[src/sfl_pkg.sv]
// Shared types and constants for the SPI frame link with reply queue.
// Used by spi_frame_link_with_reply_queue_core; depends on nothing else.
`timescale 1ns / 1ps
package sfl_pkg;

  // One input transfer.
  typedef struct packed {
    logic       func;
    logic [7:0] data_byte;
    logic [3:0] name_index;
  } in_t;

  // One result transfer.
  typedef struct packed {
    logic [7:0]  miso_byte;
    logic [1:0]  frame_status;
    logic [7:0]  frame_kind;
    logic [15:0] pos_x;
    logic [15:0] pos_y;
    logic [15:0] score_value;
    logic [7:0]  term_length;
    logic [2:0]  cursor;
    logic [2:0]  screen_page;
    logic        auto_light;
    logic        refresh;
    logic [7:0]  name_char;
  } out_t;

  // Receive phases, one-hot.
  typedef enum logic [3:0] {
    RX_IDLE = 4'b0001,
    RX_TYPE = 4'b0010,
    RX_DATA = 4'b0100,
    RX_SUM  = 4'b1000
  } rx_phase_t;

  // Configuration register indexes.
  localparam logic [1:0] CFG_X_LIMIT     = 2'd0;
  localparam logic [1:0] CFG_Y_LIMIT     = 2'd1;
  localparam logic [1:0] CFG_SCORE_LIMIT = 2'd2;

  localparam logic [15:0] X_LIMIT_RST     = 16'd750;
  localparam logic [15:0] Y_LIMIT_RST     = 16'd430;
  localparam logic [15:0] SCORE_LIMIT_RST = 16'd999;
  localparam logic [15:0] POS_X_RST       = 16'd400;
  localparam logic [15:0] POS_Y_RST       = 16'd240;

  // Frame status codes.
  localparam logic [1:0] ST_NONE  = 2'd0;
  localparam logic [1:0] ST_OK    = 2'd1;
  localparam logic [1:0] ST_BAD   = 2'd2;
  localparam logic [1:0] ST_RESET = 2'd3;

  // Frame types.
  localparam logic [7:0] FT_NAME_LO  = 8'd1;
  localparam logic [7:0] FT_NAME_HI  = 8'd5;
  localparam logic [7:0] FT_POS_X    = 8'd6;
  localparam logic [7:0] FT_POS_Y    = 8'd7;
  localparam logic [7:0] FT_TERM_LO  = 8'd8;
  localparam logic [7:0] FT_TERM_HI  = 8'd11;
  localparam logic [7:0] FT_SCORE    = 8'd13;
  localparam logic [7:0] FT_SOFT_RST = 8'd14;

  // Request codes held in the reply queue; zero marks an empty slot.
  localparam logic [4:0] REQ_NONE = 5'd0;
  localparam logic [4:0] REQ_DIR  = 5'd15;
  localparam logic [4:0] REQ_PICK = 5'd16;
  localparam logic [4:0] REQ_STOP = 5'd17;

  // Reply frame header and transmit phases.
  localparam logic [7:0] TX_HEADER   = 8'h03;
  localparam logic [2:0] TX_PH_HEAD  = 3'd1;
  localparam logic [2:0] TX_PH_CODE  = 3'd2;
  localparam logic [2:0] TX_PH_VALUE = 3'd3;

  // Screen event codes.
  localparam logic [7:0] EV_PAGE_LO  = 8'h31;
  localparam logic [7:0] EV_PAGE_HI  = 8'h34;
  localparam logic [7:0] EV_LIGHT_ON = 8'h35;
  localparam logic [7:0] EV_LIGHT_OF = 8'h36;
  localparam logic [7:0] EV_CUR_UP   = 8'h37;
  localparam logic [7:0] EV_CUR_DOWN = 8'h38;
  localparam logic [7:0] EV_PICK     = 8'h39;
  localparam logic [7:0] EV_SLEEP    = 8'h40;
  localparam logic [7:0] EV_HOME_LO  = 8'h41;
  localparam logic [7:0] EV_HOME_HI  = 8'h44;
  localparam logic [7:0] EV_LEFT     = 8'h51;
  localparam logic [7:0] EV_RIGHT    = 8'h52;
  localparam logic [7:0] EV_STOP     = 8'h53;
  localparam logic [7:0] EV_WAKE     = 8'h68;
  localparam logic [7:0] PAGE_BASE   = 8'h30;

  // Built-in program names, first character in the top byte, zero padded.
  localparam int INIT_COUNT = 5;
  localparam int INIT_LEN   = 10;
  localparam logic [79:0] INIT_NAMES [0:4] = '{
    80'("prgmDroite"),
    80'("prgmGauche"),
    {"prgmBleu", 16'h0000},
    {"prgmBlanc", 8'h00},
    {"prgmRouge", 8'h00}
  };

  // Reset character of a name slot; zero beyond the built-in table.
  function automatic logic [7:0] init_char(input int n, input int i);
    logic [7:0] c;
    c = 8'h00;
    if (n < INIT_COUNT && i < INIT_LEN) begin
      c = INIT_NAMES[n][79 - 8 * i -: 8];
    end
    return c;
  endfunction

endpackage

[src/spi_frame_link_with_reply_queue_core.sv]
// Top level of the SPI frame link with reply queue: frame receiver, reply
// sender, screen event handling and the result register. Uses sfl_pkg.
//
//   channel | direction | handshake           | payload
//   --------+-----------+---------------------+----------------------
//   in      | into core | in_valid / in_stall | sfl_pkg::in_t
//   out     | from core | out_valid/out_stall | sfl_pkg::out_t
//   cfg     | into core | cfg_we              | cfg_index, cfg_data
//
// Each item is one pass of logic from the state registers into the result
// register, and a new item can follow in each cycle while in_stall is low.
// The result appears in the cycle after the transfer in.
// rst is synchronous and loads the built-in names, limits and all link state; out_data is not reset.
// in_stall is raised only while a result is held and out_stall is high.
`timescale 1ns / 1ps
module spi_frame_link_with_reply_queue_core #(
  parameter int NAME_LEN    = 15,
  parameter int NAME_COUNT  = 5,
  parameter int QUEUE_DEPTH = 10
) (
  input  logic          clk,
  input  logic          rst,
  input  logic          in_valid,
  output logic          in_stall,
  input  sfl_pkg::in_t  in_data,
  output logic          out_valid,
  input  logic          out_stall,
  output sfl_pkg::out_t out_data,
  input  logic          cfg_we,
  input  logic [1:0]    cfg_index,
  input  logic [15:0]   cfg_data
);

  localparam int QW = $clog2(QUEUE_DEPTH);

  // Limits.
  logic [15:0] x_limit, y_limit, score_limit;

  // Link state and its next values.
  sfl_pkg::rx_phase_t rx_phase, rx_phase_next;
  logic [7:0]  frame_length, frame_length_next;
  logic [7:0]  frame_type, frame_type_next;
  logic [7:0]  byte_count, byte_count_next;
  logic [7:0]  running_sum, running_sum_next;
  logic [7:0]  payload [NAME_LEN];
  logic [7:0]  payload_next [NAME_LEN];
  logic [7:0]  names [NAME_COUNT][NAME_LEN];
  logic [7:0]  names_next [NAME_COUNT][NAME_LEN];
  logic [15:0] position_x, position_x_next;
  logic [15:0] position_y, position_y_next;
  logic [15:0] score_reg, score_reg_next;
  logic [7:0]  term_len, term_len_next;
  logic [2:0]  cursor_reg, cursor_reg_next;
  logic [2:0]  page_reg, page_reg_next;
  logic        light_reg, light_reg_next;
  logic        asleep, asleep_next;
  logic [4:0]  queue [QUEUE_DEPTH];
  logic [4:0]  queue_next [QUEUE_DEPTH];
  logic [QW-1:0] queue_rd, queue_rd_next;
  logic [QW-1:0] queue_wr, queue_wr_next;
  logic [2:0]  tx_phase, tx_phase_next;
  logic [7:0]  reply_value, reply_value_next;
  logic [1:0]  dir_req, dir_req_next;
  logic        stop_req, stop_req_next;

  logic          accept;
  sfl_pkg::out_t result;

  assign in_stall = out_valid & out_stall;
  assign accept   = in_valid & ~in_stall;

  // One item: a received byte and its reply byte, or a screen event; then the outputs.
  always_comb begin
    logic [7:0]  b;
    logic [7:0]  eff;
    logic [7:0]  cnt;
    logic [7:0]  pos;
    logic [15:0] word;
    logic [4:0]  code;
    logic [1:0]  status;
    logic [7:0]  miso;
    logic        redraw;
    logic [7:0]  nchar;

    b      = in_data.data_byte;
    status = sfl_pkg::ST_NONE;
    miso   = 8'h00;
    redraw = 1'b0;
    nchar  = 8'h00;
    eff    = (frame_length < 8'd2) ? 8'd2 : frame_length;
    cnt    = eff - 8'd2;
    pos    = byte_count - 8'd2;
    word   = {payload[0], payload[1]};
    code   = sfl_pkg::REQ_NONE;

    rx_phase_next     = rx_phase;
    frame_length_next = frame_length;
    frame_type_next   = frame_type;
    byte_count_next   = byte_count;
    running_sum_next  = running_sum;
    payload_next      = payload;
    names_next        = names;
    position_x_next   = position_x;
    position_y_next   = position_y;
    score_reg_next    = score_reg;
    term_len_next     = term_len;
    cursor_reg_next   = cursor_reg;
    page_reg_next     = page_reg;
    light_reg_next    = light_reg;
    asleep_next       = asleep;
    queue_next        = queue;
    queue_rd_next     = queue_rd;
    queue_wr_next     = queue_wr;
    tx_phase_next     = tx_phase;
    reply_value_next  = reply_value;
    dir_req_next      = dir_req;
    stop_req_next     = stop_req;

    if (!in_data.func) begin
      // Frame receiver.
      case (rx_phase)
        sfl_pkg::RX_IDLE: begin
          frame_length_next = b;
          if (b != 8'd0) rx_phase_next = sfl_pkg::RX_TYPE;
          running_sum_next = 8'd0;
          byte_count_next  = 8'd1;
        end
        sfl_pkg::RX_TYPE: begin
          frame_type_next = b;
          rx_phase_next   = (frame_length <= 8'd2) ? sfl_pkg::RX_SUM : sfl_pkg::RX_DATA;
          byte_count_next = byte_count + 8'd1;
        end
        sfl_pkg::RX_DATA: begin
          for (int i = 0; i < NAME_LEN; i++) begin
            if (byte_count >= 8'd2 && int'(pos) == i) payload_next[i] = b;
          end
          byte_count_next = byte_count + 8'd1;
          if (byte_count_next == frame_length) rx_phase_next = sfl_pkg::RX_SUM;
        end
        default: begin
          // Checksum byte: check and act on the frame.
          rx_phase_next = sfl_pkg::RX_IDLE;
          if (running_sum != b) begin
            status = sfl_pkg::ST_BAD;
          end else begin
            redraw = 1'b1;
            status = sfl_pkg::ST_OK;
            if (frame_type >= sfl_pkg::FT_NAME_LO && frame_type <= sfl_pkg::FT_NAME_HI) begin
              for (int n = 0; n < NAME_COUNT; n++) begin
                if (int'(frame_type) == n + 1) begin
                  for (int i = 0; i < NAME_LEN; i++) begin
                    names_next[n][i] = (i < int'(cnt)) ? payload[i] : 8'h00;
                  end
                end
              end
            end else if (frame_type == sfl_pkg::FT_POS_X) begin
              position_x_next = (word > x_limit) ? x_limit : word;
            end else if (frame_type == sfl_pkg::FT_POS_Y) begin
              position_y_next = (word > y_limit) ? y_limit : word;
            end else if (frame_type >= sfl_pkg::FT_TERM_LO &&
                         frame_type <= sfl_pkg::FT_TERM_HI) begin
              term_len_next = cnt;
            end else if (frame_type == sfl_pkg::FT_SCORE) begin
              score_reg_next = (word > score_limit) ? score_limit : word;
            end else if (frame_type == sfl_pkg::FT_SOFT_RST) begin
              // Soft reset: all link state back to its reset value.
              status            = sfl_pkg::ST_RESET;
              rx_phase_next     = sfl_pkg::RX_IDLE;
              frame_length_next = 8'd0;
              frame_type_next   = 8'd0;
              byte_count_next   = 8'd1;
              running_sum_next  = 8'd0;
              for (int i = 0; i < NAME_LEN; i++) payload_next[i] = 8'h00;
              for (int n = 0; n < NAME_COUNT; n++) begin
                for (int i = 0; i < NAME_LEN; i++) begin
                  names_next[n][i] = sfl_pkg::init_char(n, i);
                end
              end
              position_x_next  = sfl_pkg::POS_X_RST;
              position_y_next  = sfl_pkg::POS_Y_RST;
              score_reg_next   = 16'd0;
              term_len_next    = 8'd0;
              cursor_reg_next  = 3'd0;
              page_reg_next    = 3'd0;
              light_reg_next   = 1'b0;
              asleep_next      = 1'b0;
              for (int q = 0; q < QUEUE_DEPTH; q++) queue_next[q] = sfl_pkg::REQ_NONE;
              queue_rd_next    = '0;
              queue_wr_next    = '0;
              tx_phase_next    = 3'd0;
              reply_value_next = 8'd0;
              dir_req_next     = 2'd0;
              stop_req_next    = 1'b0;
            end
          end
        end
      endcase
      running_sum_next = running_sum_next + b;

      // Reply byte from the request at the head of the queue.
      code = queue_next[queue_rd_next];
      if (code != sfl_pkg::REQ_NONE) begin
        tx_phase_next = tx_phase_next + 3'd1;
        case (tx_phase_next)
          sfl_pkg::TX_PH_HEAD: miso = sfl_pkg::TX_HEADER;
          sfl_pkg::TX_PH_CODE: miso = {3'b000, code};
          sfl_pkg::TX_PH_VALUE: begin
            if (code == sfl_pkg::REQ_DIR) begin
              reply_value_next = {6'd0, dir_req_next};
              dir_req_next     = 2'd0;
            end else if (code == sfl_pkg::REQ_STOP) begin
              reply_value_next = {7'd0, stop_req_next};
              stop_req_next    = 1'b0;
            end else if (code == sfl_pkg::REQ_PICK) begin
              reply_value_next = {5'd0, cursor_reg_next};
            end
            miso = reply_value_next;
          end
          default: begin
            miso = reply_value_next + {3'b000, code} + sfl_pkg::TX_HEADER;
            queue_next[queue_rd_next] = sfl_pkg::REQ_NONE;
            queue_rd_next = (queue_rd_next == QW'(QUEUE_DEPTH - 1)) ? '0
                          : queue_rd_next + 1'b1;
            tx_phase_next    = 3'd0;
            reply_value_next = 8'd0;
          end
        endcase
      end
    end else if (asleep) begin
      // Asleep: only the wake event is heeded.
      if (b == sfl_pkg::EV_WAKE) begin
        asleep_next = 1'b0;
        redraw      = 1'b1;
      end
    end else begin
      // Screen events.
      case (b) inside
        [sfl_pkg::EV_PAGE_LO:sfl_pkg::EV_PAGE_HI]: begin
          page_reg_next = 3'(b - sfl_pkg::PAGE_BASE);
          redraw        = 1'b1;
        end
        [sfl_pkg::EV_HOME_LO:sfl_pkg::EV_HOME_HI]: begin
          page_reg_next = 3'd0;
          redraw        = 1'b1;
        end
        sfl_pkg::EV_LIGHT_ON: light_reg_next = 1'b1;
        sfl_pkg::EV_LIGHT_OF: light_reg_next = 1'b0;
        sfl_pkg::EV_CUR_UP: begin
          if (cursor_reg != 3'd0) begin
            cursor_reg_next = cursor_reg - 3'd1;
            redraw          = 1'b1;
          end
        end
        sfl_pkg::EV_CUR_DOWN: begin
          if ({1'b0, cursor_reg} + 4'd1 < 4'(NAME_COUNT)) begin
            cursor_reg_next = cursor_reg + 3'd1;
            redraw          = 1'b1;
          end
        end
        sfl_pkg::EV_PICK: begin
          queue_next[queue_wr] = sfl_pkg::REQ_PICK;
          queue_wr_next = (queue_wr == QW'(QUEUE_DEPTH - 1)) ? '0 : queue_wr + 1'b1;
        end
        sfl_pkg::EV_SLEEP: asleep_next = 1'b1;
        sfl_pkg::EV_LEFT, sfl_pkg::EV_RIGHT: begin
          dir_req_next = (b == sfl_pkg::EV_LEFT) ? 2'd1 : 2'd2;
          queue_next[queue_wr] = sfl_pkg::REQ_DIR;
          queue_wr_next = (queue_wr == QW'(QUEUE_DEPTH - 1)) ? '0 : queue_wr + 1'b1;
        end
        sfl_pkg::EV_STOP: begin
          stop_req_next = 1'b1;
          queue_next[queue_wr] = sfl_pkg::REQ_STOP;
          queue_wr_next = (queue_wr == QW'(QUEUE_DEPTH - 1)) ? '0 : queue_wr + 1'b1;
        end
        default: ;
      endcase
    end

    // Character of the selected name after the update.
    for (int n = 0; n < NAME_COUNT; n++) begin
      for (int i = 0; i < NAME_LEN; i++) begin
        if (int'(cursor_reg_next) == n && int'(in_data.name_index) == i) begin
          nchar = names_next[n][i];
        end
      end
    end

    result.miso_byte    = miso;
    result.frame_status = status;
    result.frame_kind   = frame_type_next;
    result.pos_x        = position_x_next;
    result.pos_y        = position_y_next;
    result.score_value  = score_reg_next;
    result.term_length  = term_len_next;
    result.cursor       = cursor_reg_next;
    result.screen_page  = page_reg_next;
    result.auto_light   = light_reg_next;
    result.refresh      = redraw;
    result.name_char    = nchar;
  end

  // Limit registers.
  always_ff @(posedge clk) begin
    if (rst) begin
      x_limit     <= sfl_pkg::X_LIMIT_RST;
      y_limit     <= sfl_pkg::Y_LIMIT_RST;
      score_limit <= sfl_pkg::SCORE_LIMIT_RST;
    end else if (cfg_we) begin
      case (cfg_index)
        sfl_pkg::CFG_X_LIMIT:     x_limit     <= cfg_data;
        sfl_pkg::CFG_Y_LIMIT:     y_limit     <= cfg_data;
        sfl_pkg::CFG_SCORE_LIMIT: score_limit <= cfg_data;
        default: ;
      endcase
    end
  end

  // Link state, updated on each input transfer.
  always_ff @(posedge clk) begin
    if (rst) begin
      rx_phase     <= sfl_pkg::RX_IDLE;
      frame_length <= 8'd0;
      frame_type   <= 8'd0;
      byte_count   <= 8'd1;
      running_sum  <= 8'd0;
      for (int i = 0; i < NAME_LEN; i++) payload[i] <= 8'h00;
      for (int n = 0; n < NAME_COUNT; n++) begin
        for (int i = 0; i < NAME_LEN; i++) names[n][i] <= sfl_pkg::init_char(n, i);
      end
      position_x  <= sfl_pkg::POS_X_RST;
      position_y  <= sfl_pkg::POS_Y_RST;
      score_reg   <= 16'd0;
      term_len    <= 8'd0;
      cursor_reg  <= 3'd0;
      page_reg    <= 3'd0;
      light_reg   <= 1'b0;
      asleep      <= 1'b0;
      for (int q = 0; q < QUEUE_DEPTH; q++) queue[q] <= sfl_pkg::REQ_NONE;
      queue_rd    <= '0;
      queue_wr    <= '0;
      tx_phase    <= 3'd0;
      reply_value <= 8'd0;
      dir_req     <= 2'd0;
      stop_req    <= 1'b0;
    end else if (accept) begin
      rx_phase     <= rx_phase_next;
      frame_length <= frame_length_next;
      frame_type   <= frame_type_next;
      byte_count   <= byte_count_next;
      running_sum  <= running_sum_next;
      payload      <= payload_next;
      names        <= names_next;
      position_x   <= position_x_next;
      position_y   <= position_y_next;
      score_reg    <= score_reg_next;
      term_len     <= term_len_next;
      cursor_reg   <= cursor_reg_next;
      page_reg     <= page_reg_next;
      light_reg    <= light_reg_next;
      asleep       <= asleep_next;
      queue        <= queue_next;
      queue_rd     <= queue_rd_next;
      queue_wr     <= queue_wr_next;
      tx_phase     <= tx_phase_next;
      reply_value  <= reply_value_next;
      dir_req      <= dir_req_next;
      stop_req     <= stop_req_next;
    end
  end

  // Result register.
  always_ff @(posedge clk) begin
    if (rst) begin
      out_valid <= 1'b0;
    end else if (accept) begin
      out_valid <= 1'b1;
    end else if (!out_stall) begin
      out_valid <= 1'b0;
    end
  end

  always_ff @(posedge clk) begin
    if (accept) out_data <= result;
  end

  // Checks on the link logic.
  a_accept_gives_result: assert property (@(posedge clk) disable iff (rst)
    accept |=> out_valid)
    else $error("accepted transfer produced no result");

  a_queue_ptr_range: assert property (@(posedge clk) disable iff (rst)
    int'(queue_rd) < QUEUE_DEPTH && int'(queue_wr) < QUEUE_DEPTH)
    else $error("queue pointer beyond depth");

  a_cursor_range: assert property (@(posedge clk) disable iff (rst)
    int'(cursor_reg) < NAME_COUNT)
    else $error("cursor beyond name count");

  a_tx_phase_range: assert property (@(posedge clk) disable iff (rst)
    tx_phase <= sfl_pkg::TX_PH_VALUE)
    else $error("transmit phase beyond value byte");

  a_soft_reset_redraw: assert property (@(posedge clk) disable iff (rst)
    out_valid && out_data.frame_status == sfl_pkg::ST_RESET |-> out_data.refresh)
    else $error("soft reset without redraw");

endmodule
[config.mk]
export PLATFORM = sky130hd
export DESIGN_NAME = spi_frame_link_with_reply_queue_core
export DESIGN_NICKNAME = d
export VERILOG_FILES = /design/src/sfl_pkg.sv /design/src/spi_frame_link_with_reply_queue_core.sv
export SDC_FILE = /design/constraint.sdc
export NUM_CORES = 2
export LEC_CHECK = 0
export BUFFER_PORTS_ARGS = -buffer_cell sky130_fd_sc_hd__clkbuf_2
export CAP_MARGIN = 20
export CELL_PAD_IN_SITES_DETAIL_PLACEMENT = 0
export CELL_PAD_IN_SITES_GLOBAL_PLACEMENT = 1
export CORE_MARGIN = 1.5
export CORE_UTILIZATION = 43
export CTS_BUF_LIST = sky130_fd_sc_hd__clkbuf_8
export DETAILED_ROUTE_END_ITERATION = 7
export GPL_TIMING_DRIVEN = 0
export PLACE_DENSITY = 0.81
export SKIP_CTS_REPAIR_TIMING = 1
export SYNTH_ARGS = -nofsm -noshare
export SYNTH_HDL_FRONTEND = slang
export SYNTH_SLANG_ARGS = --single-unit
[constraint.sdc]
create_clock -name clk -period 16.48 [get_ports clk]
set_input_delay 3.296 -clock clk [delete_from_list [all_inputs] [get_ports clk]]
set_output_delay 3.296 -clock clk [all_outputs]
set_load 0.03 [all_outputs]
Word level (Yosys, flattened, before mapping). Index checks and enable logic that the tools add are counted.

Add/subtract/negate cells: 13. Magnitude comparators: 34. Equality and inequality tests: 123. Muxes and demuxes: 426. Bitwise logic cells: 20. Reductions and logical operators: 144.

Operators with widths (count): $mux W600 (9); $mux W120 (12); $mux W8 (158); $mux W50 (23); $mux W16 (30); $pmux W120 S2 (1); $reduce_and A11 Y1 (16); $mux W4 (36); $mux W3 (41); $logic_and A1 B1 Y1 (96); $pmux W8 S2 (5); $mux W1 (72); $ne A2 B2 Y1 const B (33); $eq A8 B4 Y1 const B (8); $mux W2 (30); $eq A8 B5 Y1 const B (7); $lt A4 B8 Y1 const A (7); $and A50 B50 Y50 (1); $not A50 Y50 (1); $eq A8 B3 Y1 const B (6); $gt A16 B16 Y1 (3); $and A40 B40 Y40 (1); $demux W5 S4 (2); $eq A4 B4 Y1 const B (10); 78 further kinds (152).

Flip-flop bits (word level): 1031. Input port bits: 36. Output and inout bits: 92. Logic and storage cells: 896.

Longest topological paths before layout.
Depth after elaboration: 88. Mapped depth: 21. Depth with buffers taken out: 20.

Worst setup path before layout. OpenSTA, ideal clock, no wires.

Path kind: input port to flip-flop. From: in out_stall. To: reg out_data[0] (netlist name) (enable). Setup time: 490 ps. Arrival: 7063 ps. Required time: 15990 ps. Slack: 8927 ps. Stages: 7. Path buffers: 4. Cell sequence: nand2_1 -> nand2_1 -> inv_1 -> clkbuf_1 -> clkbuf_1 -> clkbuf_1 -> clkbuf_1.

Word-level cells in the longest chain between the ends: 3.

Ends and longest elaborated chain: start, declared (line spi_frame_link_with_reply_queue_core.sv:27) `input logic out_stall,`; $and A1 B1 Y1 (line spi_frame_link_with_reply_queue_core.sv:69) `assign in_stall = out_valid & out_stall;`; $not A1 Y1 (line spi_frame_link_with_reply_queue_core.sv:70) `assign accept = in_valid & ~in_stall;`; $and A1 B1 Y1 (line spi_frame_link_with_reply_queue_core.sv:70); via accept (line spi_frame_link_with_reply_queue_core.sv:66) `logic accept;`; end signal, assigned (line spi_frame_link_with_reply_queue_core.sv:383) `if (accept) out_data <= result;`; end, declared (line spi_frame_link_with_reply_queue_core.sv:28) `output sfl_pkg::out_t out_data,`.

The timed path passes the listed nets, and every way through them passes these cells. A chain may end at the register's enable or synchronous reset.

==> reports/results.ini <==
[power]
power_frac_comb_pct = 13.3
finalPower_uw = 5960
clock_power_share_pct = 43.2
p_leak_uw = 0.0228
power.switching_uw = 1920
pwr-share-seq_pct = 43.5
power_density_mw_per_mm2 = 93.5
max-vdd-ir-drop_mv = 0.0849
intPower_uw = 4040
p_sw_share_pct = 32.2

[worst_hold_path]
holdPathStages = 2
min_to = reply_value[6]
worstHoldStart = reply_value[6]
hp-class = reg2reg

[logic_synthesis]
synth_top_family_by_area = compound AO/OA/AOI/OAI gates
synth_edf_count = 90
synthesis.nets = 6989
synthXorXnorAreaFrac_pct = 0.739
ys_async_sr_fraction_pct = 0
seq_area_frac_synth_pct = 38.8
synth_commonest_cells = 941 x dfxtp_1, 936 x nor2_1, 599 x a22oi_1, 538 x clkbuf_1, 473 x nand2_1
yosys_warnings = 0
ys.flop_type = dfxtp_1
synth_mux_area_share_pct = 3.44
synth_most_common_cell = dfxtp_1
synth_seq_cells = 1031
synth_top_cell_area_share_pct = 33.9
synth_area_leader_cell = dfxtp_1
yosys.area_share.simple_pct = 18.5
synth_compound_area_share_pct = 31.1
ys_top_cells_by_area = dfxtp_1 34%, a22oi_1 8.1%, nor2_1 6.3%
synthAdderAreaFrac_pct = 1.85
synth_cells = 6872
yosysUniqueCellTypes = 115
synth.avg_cell_area_um2 = 8.08
netlist_area_mm2 = 0.0555

[global_route]
grtUsageTotal_pct = 54.9
grt_pass1_wl_um = 498000
grt_pass1_vias = 59000
grt_max_degree = 68
grt_overflow_total = 0
antenna_found_initial = 34

[floorplanning]
die_h_um = 362
coreArea_mm2 = 0.128
io_pins = 128
die_w_um = 362
dieArea_mm2 = 0.131
initial_core_util_pct = 43.4
row_count = 131

[setup_path]
r2r.worst_path.cells = 18
r2r-end = out_data[1]
cp.arrival_ns = 11.13
cp_max_fo = 10
worstSetupStartpointType = primary input
cp_cell_sequence = clkbuf_2, clkbuf_1, xor2_1, nor4_4, nand3_1, inv_1, nand2_1, clkbuf_1, clkbuf_1, buf_1, a21oi_1, o21ai_0, nand2_1, a221oi_1, o21ai_0, nand2_1, o21ai_0, o22ai_1
cp_slowest_cell = a221oi_1
critical_path_class = in2reg
required_ns = 17.27
crit_path_start = in_data[5]
rrSetupSlack_ns = 8.15
max_stage_delay_ns = 1.16
r2r_start = rx_phase[1]
critPathCaptureType = register

[place]
hpwlAfterDp_um = 288000
dp_cells = 8754
io_buffers = 123
dpl_cell_area_mm2 = 0.0597
globalplace.congestion = 1.19

[final_layout]
drive_above_1_share_pct = 10.2
postLayoutCellArea_mm2 = 0.0637
fill_cells = 12700
largest_register_ffs = 600
area_growth_pct = 14.8
nets = 7413
multi_input_area_mm2 = 0.0311
stdcell_count = 9137
reg_top3 = names (600), payload (120), out_data (90)
regMostFlops = names
finish.utilization_pct = 49.9
seqCellArea_mm2 = 0.0215

[drt]
ant_nets = 0
drt_iter0_drc = 14400
wirelength_um = 377000
vias = 67600
dr.pass1.iters = 8
drcViolationCount = 10
avgRoutedWirePerCell_um = 41.3
vias_per_cell = 7.39

[cts]
cts.sink_count = 1031
numCtsBuffers = 184
clk_latency_ns = 0.97
cts_buffer_depth = 3
cts_tree = done
clk_pin_slew_ns = 0.06
htree_num_levels = 4
cts_root_buf = clkbuf_8

[timing]
final.period_utilization_pct = 62.7
tightest_slew_ns = 1.49
rsz0062_at_grt = no
clock_skew_ns = 0.0366
min_period_ns = 10.34
max_freq_ghz = 0.0967
setup_tns_ns = 0
setup_viol = 0
finalHoldViolCount = 0
slew_violations = 0
relSlewSlack_pct = 0.744

[run]
cap_viol_max_count = 1

[status]
violations = design-rule violations, max-capacitance violations
outcome = finished with violations

==> per-stage QoR <==
| step | setup slack, ns | hold WS, ns |
|---|---|---|
| after CTS | 7.19 | 0.439 |
| after global placement | 3.68 | 0.421 |
| after global routing | 6.44 | 0.451 |
| final | 6.14 | 0.434 |
| after floorplan | 8.93 | 0.409 |
| after detailed placement | 6.22 | 0.430 |
==> area by class of cell <==
type | instances | area share [%]
buffer | 689 | 4.33
multi-input combinational | 5055 | 48.7
timing repair buffer | 238 | 3.31
inverter | 97 | 0.571
clock inverter | 118 | 1.14
sequential | 1031 | 33.8
clock buffer | 220 | 4.75
antenna | 27 | 0.106
tap | 1662 | 3.26
==> critical path, delay by kind of cell <==
family	cells	cell delay, ns
compound gates	6	2.34
xor+xnor	1	0.34
simple gates	5	1.85
buf+inv	6	3.23
==> worst max-delay path by stage <==
stage,to,slack [ns],cells past startpoint
2_1_floorplan,out_data[0],8.93,7
3_5_place_dp,out_data[1],6.22,16
4_1_cts,out_data[1],7.19,16
5_1_grt,out_data[1],6.44,18
6_report,out_data[1],6.14,18
3_3_place_gp,names[122],3.68,9
==> placed cells by master (no fill, tap or decap), drive strengths merged, types with 27 or more instances in the layout <==
cell type / instances
clkbuf: 884
a31oi: 78
clkinv: 31
buf: 261
edfxtp: 90
nor3: 116
nand2b: 206
nand4: 62
o21ai: 387
ha: 79
o221ai: 65
a21o: 29
a22oi: 599
o211ai: 46
nor2: 940
and3: 36
a221oi: 56
diode: 27
a211oi: 54
o31ai: 38
nor2b: 48
inv: 176
and2: 72
mux2i: 163
dfxtp: 941
nor4: 28
o22ai: 299
a21oi: 453
o21a: 82
nand2: 474
a21boi: 27
a211o: 37
a22o: 54
xnor2: 28
nand3: 141
==> kinds of logic (layout without fill, tap and decap cells) <==
logic type | count (synthesis) | in the layout
adder cells (fa/ha/maj) | 81 | 81
flip-flops | 1031 | 1031
buffers and inverters | 786 | 1362
AO/OA/AOI/OAI | 2537 | 2537
AND/OR/NAND/NOR | 2210 | 2210
multiplexers | 181 | 181
other | 0 | 27
XOR/XNOR | 46 | 46
==> per-layer routing <==
metal / vias up / GRT usage (%) / share of wire, %
met5: - / 2.59 / 0.21
met4: 44 / 37.4 / 8.7
met3: 1669 / 31.6 / 18
met2: 6906 / 69.0 / 36
met1: 32600 / 68.9 / 37
li1: 26400 / - / -
==> power groups by stage <==
stage	sequential [µW]	combinational, µW	clock, µW
after floorplan	2680	352	0
after global placement	2650	693	0
after detailed placement	2650	718	0
after CTS	2590	722	2520
after global routing	2600	781	2640
final	2590	793	2570
(Power assumes the default switching activity.)
